**config.mk**
```make
export PLATFORM = sky130hd
export DESIGN_NAME = multi_slot_alarm_table
export DESIGN_NICKNAME = d
export VERILOG_FILES = /design/src/hdl/msat_pkg.sv /design/src/hdl/msat_cell.sv /design/src/hdl/multi_slot_alarm_table.sv
export SDC_FILE = /design/constraint.sdc
export NUM_CORES = 2
export LEC_CHECK = 0
export ABC_AREA = 1
export BUFFER_PORTS_ARGS = -buffer_cell sky130_fd_sc_hd__buf_2
export CAP_MARGIN = 20
export CORE_MARGIN = 5
export CORE_UTILIZATION = 45
export DETAILED_ROUTE_END_ITERATION = 6
export PLACE_DENSITY = 0.71
export SLEW_MARGIN = 40
export SYNTH_ARGS = -nofsm -noshare
export SYNTH_HDL_FRONTEND = slang
export SYNTH_SLANG_ARGS = --single-unit
```
**constraint.sdc**
```tcl
create_clock -name clk -period 11.8 [get_ports clk]
set_input_delay 1.18 -clock clk [delete_from_list [all_inputs] [get_ports clk]]
set_output_delay 1.18 -clock clk [all_outputs]
set_load 0.05 [all_outputs]
```
**src/hdl/msat_pkg.sv**
```systemverilog
// Shared types and constants for the multi-slot alarm table.
// Used by msat_cell, multi_slot_alarm_table and the testbench; depends on nothing else.
package msat_pkg;

    localparam int SLOTS        = 8;
    localparam int SLOT_W       = (SLOTS > 1) ? $clog2(SLOTS) : 1;
    localparam int FIRED_SLOT_W = 3;
    localparam int IDX_W        = (SLOT_W > FIRED_SLOT_W) ? SLOT_W : FIRED_SLOT_W;
    localparam int EVENT_W      = 8;
    localparam int PERIOD_W     = 23;
    localparam int TIME_W       = 32;

    typedef enum logic {
        OP_SET  = 1'b0,
        OP_TICK = 1'b1
    } op_t;

    // Item held for the whole walk down the chain
    typedef struct packed {
        op_t                 op;
        logic [EVENT_W-1:0]  event_id;
        logic                periodic;
        logic [PERIOD_W-1:0] delay_ms;
        logic [TIME_W-1:0]   now_ms;
    } item_t;

    // Token handed from cell to cell
    typedef struct packed {
        logic             go;
        logic             matched;
        logic             free_found;
        logic [IDX_W-1:0] free_idx;
    } carry_t;

    // Addressed write of a new alarm
    typedef struct packed {
        logic             en;
        logic [IDX_W-1:0] idx;
    } ins_t;

    // Expiry report of one cell
    typedef struct packed {
        logic               fire;
        logic [EVENT_W-1:0] event_id;
    } fire_t;

endpackage

```
**src/hdl/msat_cell.sv**
```systemverilog
// One alarm slot of the chain: holds the slot state and the token register.
// Depends on msat_pkg.
module msat_cell
    import msat_pkg::*;
(
    input  logic             clk,
    input  logic             rst_n,
    input  logic [IDX_W-1:0] cell_idx,
    input  item_t            item,
    input  logic             hold,
    input  carry_t           carry_in,
    input  ins_t             ins,
    output carry_t           carry_out,
    output fire_t            fire
);

    logic                valid_reg, valid_next;
    logic [EVENT_W-1:0]  event_reg, event_next;
    logic                periodic_reg, periodic_next;
    logic [PERIOD_W-1:0] period_reg, period_next;
    logic [TIME_W-1:0]   deadline_reg, deadline_next;
    carry_t              carry_reg, carry_next;

    logic                act;
    logic                hit;
    logic                expired;
    logic                ins_here;
    logic [PERIOD_W-1:0] addend;
    logic [TIME_W-1:0]   sum;

    assign act      = carry_in.go & ~hold;
    assign hit      = valid_reg & (event_reg == item.event_id);
    assign expired  = valid_reg & (item.now_ms >= deadline_reg);
    assign ins_here = ins.en & (ins.idx == cell_idx);

    // Ticks re-arm with the stored period, sets use the item delay
    assign addend = (act && item.op == OP_TICK) ? period_reg : item.delay_ms;
    assign sum    = item.now_ms + TIME_W'(addend);

    assign fire.fire     = carry_in.go & (item.op == OP_TICK) & expired;
    assign fire.event_id = event_reg;

    always_comb
    begin
        valid_next    = valid_reg;
        event_next    = event_reg;
        periodic_next = periodic_reg;
        period_next   = period_reg;
        deadline_next = deadline_reg;
        if (act)
        begin
            case (item.op)
                OP_SET:
                begin
                    if (hit)
                    begin
                        if (item.delay_ms == '0)
                            valid_next = 1'b0;
                        else
                            deadline_next = sum;
                    end
                end
                default:
                begin
                    if (expired)
                    begin
                        if (periodic_reg)
                            deadline_next = sum;
                        else
                            valid_next = 1'b0;
                    end
                end
            endcase
        end
        if (ins_here)
        begin
            valid_next    = 1'b1;
            event_next    = item.event_id;
            periodic_next = item.periodic;
            period_next   = item.delay_ms;
            deadline_next = sum;
        end
    end

    always_comb
    begin
        carry_next = carry_reg;
        if (!hold)
        begin
            carry_next.go         = carry_in.go;
            carry_next.matched    = carry_in.matched | ((item.op == OP_SET) & hit);
            carry_next.free_found = carry_in.free_found | ~valid_reg;
            carry_next.free_idx   = carry_in.free_found ? carry_in.free_idx : cell_idx;
        end
    end

    always_ff @(posedge clk or negedge rst_n)
    begin
        if (!rst_n)
        begin
            valid_reg <= 1'b0;
            carry_reg <= '0;
        end
        else
        begin
            valid_reg <= valid_next;
            carry_reg <= carry_next;
        end
    end

    always_ff @(posedge clk)
    begin
        event_reg    <= event_next;
        periodic_reg <= periodic_next;
        period_reg   <= period_next;
        deadline_reg <= deadline_next;
    end

    assign carry_out = carry_reg;

endmodule

```
**src/hdl/multi_slot_alarm_table.sv**
```systemverilog
// Top level of the multi-slot alarm table: a row of msat_cell slots walked by a token.
// Depends on msat_pkg and msat_cell.
//
// The table holds SLOTS alarm slots (8 by default), each in its own cell. An accepted
// transaction is latched and a token walks the row one cell per cycle while the walk is
// not stalled: it is launched, passes each cell in turn, and a final step commits a new
// alarm or closes the tick. in_ready is low while an item is in flight, so no new
// transaction is taken before the last one is through. A set item updates or cancels
// every matching slot as the token passes it and records the first free slot; if nothing
// matched, the alarm is written into that slot in the final step, or dropped when the
// table is full. A tick item reports each expired slot as the token passes it. One
// report is held back in a pending register until the next report or the end of the walk
// shows whether it is the last of the tick. The walk stalls only when a report must move
// to the output register while that register still holds a result that has not been
// taken. Times compare as plain unsigned values and new deadlines wrap modulo 2^32.
module multi_slot_alarm_table
    import msat_pkg::*;
(
    input  logic                    clk,
    input  logic                    rst_n,
    input  logic                    in_valid,
    output logic                    in_ready,
    input  logic                    op,
    input  logic [EVENT_W-1:0]      event_id,
    input  logic                    periodic,
    input  logic [PERIOD_W-1:0]     delay_ms,
    input  logic [TIME_W-1:0]       now_ms,
    output logic                    out_valid,
    input  logic                    out_ready,
    output logic [EVENT_W-1:0]      fired_event,
    output logic [FIRED_SLOT_W-1:0] fired_slot,
    output logic                    last
);

    // Item and walk control
    item_t  item_reg, item_next;
    logic   busy_reg, busy_next;
    logic   start_reg, start_next;

    // Pending report, waiting to learn whether it is the last one
    logic                pend_valid_reg, pend_valid_next;
    logic [EVENT_W-1:0]  pend_event_reg, pend_event_next;
    logic [IDX_W-1:0]    pend_slot_reg, pend_slot_next;

    // Output register
    logic                    out_valid_reg, out_valid_next;
    logic [EVENT_W-1:0]      out_event_reg, out_event_next;
    logic [FIRED_SLOT_W-1:0] out_slot_reg, out_slot_next;
    logic                    out_last_reg, out_last_next;

    carry_t chain [SLOTS+1];
    fire_t  fires [SLOTS];
    ins_t   ins;

    logic               accept;
    logic               done;
    logic               hold;
    logic               out_free;
    logic               fire_any;
    logic [EVENT_W-1:0] fire_event;
    logic [IDX_W-1:0]   fire_slot;

    assign in_ready = ~busy_reg;
    assign accept   = in_valid & ~busy_reg;

    // Token enters the first cell in the cycle after the transaction is taken
    assign chain[0] = '{go: start_reg, matched: 1'b0, free_found: 1'b0, free_idx: '0};

    genvar gi;
    generate
        for (gi = 0; gi < SLOTS; gi++)
        begin : g_cell
            msat_cell u_cell (
                .clk       (clk),
                .rst_n     (rst_n),
                .cell_idx  (IDX_W'(gi)),
                .item      (item_reg),
                .hold      (hold),
                .carry_in  (chain[gi]),
                .ins       (ins),
                .carry_out (chain[gi+1]),
                .fire      (fires[gi])
            );
        end
    endgenerate

    // Only the cell holding the token can report, so OR the reports together
    always_comb
    begin
        fire_any   = 1'b0;
        fire_event = '0;
        fire_slot  = '0;
        for (int i = 0; i < SLOTS; i++)
        begin
            fire_any   = fire_any | fires[i].fire;
            fire_event = fire_event | (fires[i].event_id & {EVENT_W{fires[i].fire}});
            fire_slot  = fire_slot | (IDX_W'(i) & {IDX_W{fires[i].fire}});
        end
    end

    // Token has left the last cell: commit or close the item
    assign done     = chain[SLOTS].go;
    assign out_free = ~out_valid_reg | out_ready;

    // Stall the walk when a held report has nowhere to go
    assign hold = pend_valid_reg & ~out_free & (fire_any | done);

    // Write a new alarm into the first free slot when nothing matched
    assign ins.en  = done & ~hold & (item_reg.op == OP_SET) & ~chain[SLOTS].matched
                   & chain[SLOTS].free_found;
    assign ins.idx = chain[SLOTS].free_idx;

    always_comb
    begin
        item_next       = item_reg;
        busy_next       = busy_reg;
        start_next      = start_reg & hold;
        pend_valid_next = pend_valid_reg;
        pend_event_next = pend_event_reg;
        pend_slot_next  = pend_slot_reg;
        out_valid_next  = out_valid_reg & ~out_ready;
        out_event_next  = out_event_reg;
        out_slot_next   = out_slot_reg;
        out_last_next   = out_last_reg;

        if (accept)
        begin
            item_next  = '{op: op_t'(op), event_id: event_id, periodic: periodic,
                           delay_ms: delay_ms, now_ms: now_ms};
            busy_next  = 1'b1;
            start_next = 1'b1;
        end

        if (!hold)
        begin
            if (fire_any)
            begin
                // A newer report exists, so the held one is not the last
                if (pend_valid_reg)
                begin
                    out_valid_next = 1'b1;
                    out_event_next = pend_event_reg;
                    out_slot_next  = pend_slot_reg[FIRED_SLOT_W-1:0];
                    out_last_next  = 1'b0;
                end
                pend_valid_next = 1'b1;
                pend_event_next = fire_event;
                pend_slot_next  = fire_slot;
            end
            else if (done)
            begin
                // End of the walk: release the held report as the last one
                if (pend_valid_reg)
                begin
                    out_valid_next = 1'b1;
                    out_event_next = pend_event_reg;
                    out_slot_next  = pend_slot_reg[FIRED_SLOT_W-1:0];
                    out_last_next  = 1'b1;
                end
                pend_valid_next = 1'b0;
                busy_next       = 1'b0;
            end
        end
    end

    always_ff @(posedge clk or negedge rst_n)
    begin
        if (!rst_n)
        begin
            busy_reg       <= 1'b0;
            start_reg      <= 1'b0;
            pend_valid_reg <= 1'b0;
            out_valid_reg  <= 1'b0;
        end
        else
        begin
            busy_reg       <= busy_next;
            start_reg      <= start_next;
            pend_valid_reg <= pend_valid_next;
            out_valid_reg  <= out_valid_next;
        end
    end

    always_ff @(posedge clk)
    begin
        item_reg       <= item_next;
        pend_event_reg <= pend_event_next;
        pend_slot_reg  <= pend_slot_next;
        out_event_reg  <= out_event_next;
        out_slot_reg   <= out_slot_next;
        out_last_reg   <= out_last_next;
    end

    assign out_valid   = out_valid_reg;
    assign fired_event = out_event_reg;
    assign fired_slot  = out_slot_reg;
    assign last        = out_last_reg;

endmodule

```
==> key figures <==
Timing
  • Final Hold Fails: 0
  • RSZ-0062 raised after global routing: false
  • Tmin final: 7.47 ns
  • Clk_skew: 0.0213 ns
  • Count of pins over their slew limit: 0
  • Final setup TNS: 0 ns
  • WHS: 0.417 ns
  • Max Fclk: 134 MHz
  • Slew @ Worst Pin: 0.857 ns
  • Slew HR: 42.9%
  • Period utilisation layout: 63.3%
  • Finish-stage setup viols: 0

Final layout
  • Filler cells: 8315
  • Layout area overhead: 11.2%
  • Layout cells sized above 1: 9.75%
  • Final instance area: 0.0459 mm2
  • Largest register FFs: 256
  • Antenna diodes: 0
  • Fin nets: 4972

Logic synthesis
  • Yosys Warn Count: 0
  • Top cell type's share of synthesized area: 43.7%
  • Top post-synthesis cells by area: edfxtp_1 (44%), ha_1 (14%), nand2_1 (6.5%), inv_1 (5.3%), a21oi_1 (5.0%)
  • Syn Area/Cell: 9.64 um2
  • Post-synth EDFFs: 600
  • Sequential share of the synthesized area: 46.9%
  • Post-synth cell types: 55
  • Area leader, netlist: edfxtp_1
  • Syn Nets: 4824
  • Mapped Area: 0.0413 mm2
  • Mapped Cells: 4283
  • Dominant register cell in the synthesized netlist: edfxtp_1
  • Synthesized flop and latch total: 653
  • Asr flop ratio synth: 8.12%

Drt
  • Vias: 31200
  • DRC Markers: 0
  • Wire length per cell: 20.3 um
  • DRT Wirelength: 116 mm
  • Vias/cell: 5.50
  • DR iter-0 viols: 2695
  • First-pass iteration count of the detailed router: 6
  • Antenna viol nets, final: 0

Placement
  • Final RePlAce weighted congestion: 0.941
  • IO buf count: 82
  • Placed inst area: 0.0433 mm2
  • DP HPWL: 83.9 mm

Floorplanning
  • Rows: 111
  • Core ar.: 0.0914 mm2
  • # IOs: 83
  • Die height: 313 um
  • Die width: 313 um
  • DIE AREA: 0.0979 mm2
  • Initial Utilization: 45.2%

Hold path
  • Worst Hold Class: reg2reg

CTS
  • Setup bufs post-CTS: 0
  • Sink Count: 653
  • CTS tree: yes
  • Clock latency on the worst-skew pair: 0.65 ns
  • CTS Buf Count: 77
  • Reg clk slew, reported paths: 0.06 ns
  • Clk root buf: clkbuf_16
  • PostCTS Resize Cnt: 0
  • CTS Hold Bufs: 0
  • H-tree levels: 3
  • Max Root-Sink Buffers: 3

Worst setup path
  • CP max-delay cell: buf_4
  • Crit Path Category: reg2reg
  • Worst Path Buf+Inv: 3
  • Most frequent CP cell: a21oi_1
  • R2R Setup Slk: 4.33 ns
  • Crit. End Element: flip-flop
  • Crit Path Max Fanout: 67
  • Slowest Stage Delay on Critical Path: 0.63 ns
  • Family with the most delay on the worst path: compound AO/OA/AOI/OAI gates
  • CP arrival: 7.85 ns
  • CP startpoint kind: flip-flop
  • Required time worst endpoint: 12.19 ns

Pwr
  • Clk pwr share: 43.2%
  • Pleak: 0.0200 uW
  • Seq pwr share: 46.4%
  • P_sw: 1440 uW
  • Internal cell power: 4230 uW
  • Combinational share of power: 10.4%
  • Peak supply drop: 89.1 uV
  • Sw Share: 25.4%
  • Pwr Density: 123 mW/mm2

GRT
  • Global-route wire length before repair: 175 mm
  • Number of global-route vias before repair: 30000
  • Initial antenna violation count: 0
  • Total congestion overflow: 0
  • Largest net degree at the start of global routing: 68
  • GRT Total Usage: 23.1%

Run status
  • Status: completed

Run
  • Max-cap violation count: 0
-- path summary, 6_finish.rpt --
| path | startpoint | end | depth (start not counted) |
|---|---|---|---|
| max in group asynchronous | rst_n | g_cell[2].u_cell.carry_out[4] | 2 |
| worst min register to register | pend_event_reg[3] | fired_event[3] | 0 |
| worst min-delay path | pend_event_reg[3] | fired_event[3] | 0 |
| worst max register to register | item_reg[23] | g_cell[0].u_cell.deadline_reg[22] | 26 |
| min in group asynchronous | rst_n | g_cell[0].u_cell.carry_out[3] | 2 |
| worst max-delay path | item_reg[23] | g_cell[0].u_cell.deadline_reg[22] | 26 |
-- power by group through the flow --
stage | sequential (uW) | combinational, uW | clock [uW]
final | 2630 | 591 | 2450
after global routing | 2630 | 659 | 2590
after CTS | 2630 | 585 | 2490
after detailed placement | 2680 | 581 | 0
after global placement | 2680 | 566 | 0
after floorplan | 2670 | 408 | 0
-- layout by cell type, fill, tap and decap left out, types with 75 or more instances in the layout --
master / synthesis / layout
a21oi_2: 75 / 75
edfxtp_1: 600 / 600
o21ai_0: 120 / 120
inv_1: 581 / 580
buf_2: 21 / 82
clkbuf_16: 0 / 77
xnor2_1: 101 / 101
nor2_1: 328 / 316
xor2_1: 167 / 167
nand3_1: 114 / 114
ha_1: 464 / 464
nand2_1: 715 / 715
a21oi_1: 414 / 411
-- cell usage after synthesis, types with 14 or more instances --
master / number
o21ai_0: 120
a221oi_1: 18
nand2_1: 715
inv_1: 581
nor2_1: 328
o21a_1: 40
o21ai_1: 62
a21oi_1: 414
buf_2: 21
nor3_1: 30
nor2_2: 48
ha_1: 464
edfxtp_1: 600
clkinv_1: 19
a21boi_1: 14
nand3_1: 114
xnor2_1: 101
a31oi_1: 45
o22ai_1: 21
xor2_1: 167
clkbuf_1: 16
nand4_1: 46
a21oi_2: 75
buf_6: 23
dfrtp_1: 53
-- cell families (layout without fill, tap and decap cells) --
logic type               after synthesis  in the layout  synth area share (%)
AO/OA/AOI/OAI                        881            881                  12.6
XOR/XNOR                             268            268                  5.69
adder cells (fa/ha/maj)              472            472                  14.5
buffers and inverters                682            893                  6.75
flip-flops                           653            653                  46.9
AND/OR/NAND/NOR                     1327           1327                  13.7
-- worst register-to-register path, delay by kind of cell, from the launching register on --
family,cells,cell delay (ns)
xor+xnor,1,0.08
fa+ha+maj,3,0.98
simple gates,8,1.93
compound gates,11,2.68
flops,1,0.33
buf+inv,3,1.22
-- metrics by stage --
| stage | instances | worst slack (ns) | utilization (%) | total power, uW |
|---|---|---|---|---|
| after detailed placement | 5537 | 4.51 | 47.4 | 3260 |
| final | 5680 | 4.33 | 50.2 | 5670 |
| after global placement | 5529 | 4.51 | 47.2 | 3240 |
| after CTS | 5679 | 4.49 | 50.2 | 5710 |
| after global routing | 5680 | 3.86 | 50.2 | 5880 |
| after floorplan | 4283 | 6.25 | - | 3070 |
-- final cells by class --
class	instances	area, um2	share of cell area, %
Tap cell	1186	1480	3.23
Multi-Input combinational cell	2948	19300	42.0
Clock buffer	97	2030	4.43
Sequential cell	653	19300	42.2
Timing Repair Buffer	140	923	2.01
Inverter	611	2290	5.00
Clock inverter	45	528	1.15
-- layer usage --
metal / track usage, % / vias up / routed length [um] / part of all wire [%]
li1: - / 15100 / - / -
met1: 30.3 / 14700 / 48400 / 42
met2: 38.4 / 1140 / 53600 / 46
met3: 3.60 / 301 / 8040 / 7.0
met4: 9.82 / 0 / 5520 / 4.8
met5: 0 / - / 0 / 0
Note: power is estimated with default switching activity, not from simulation.
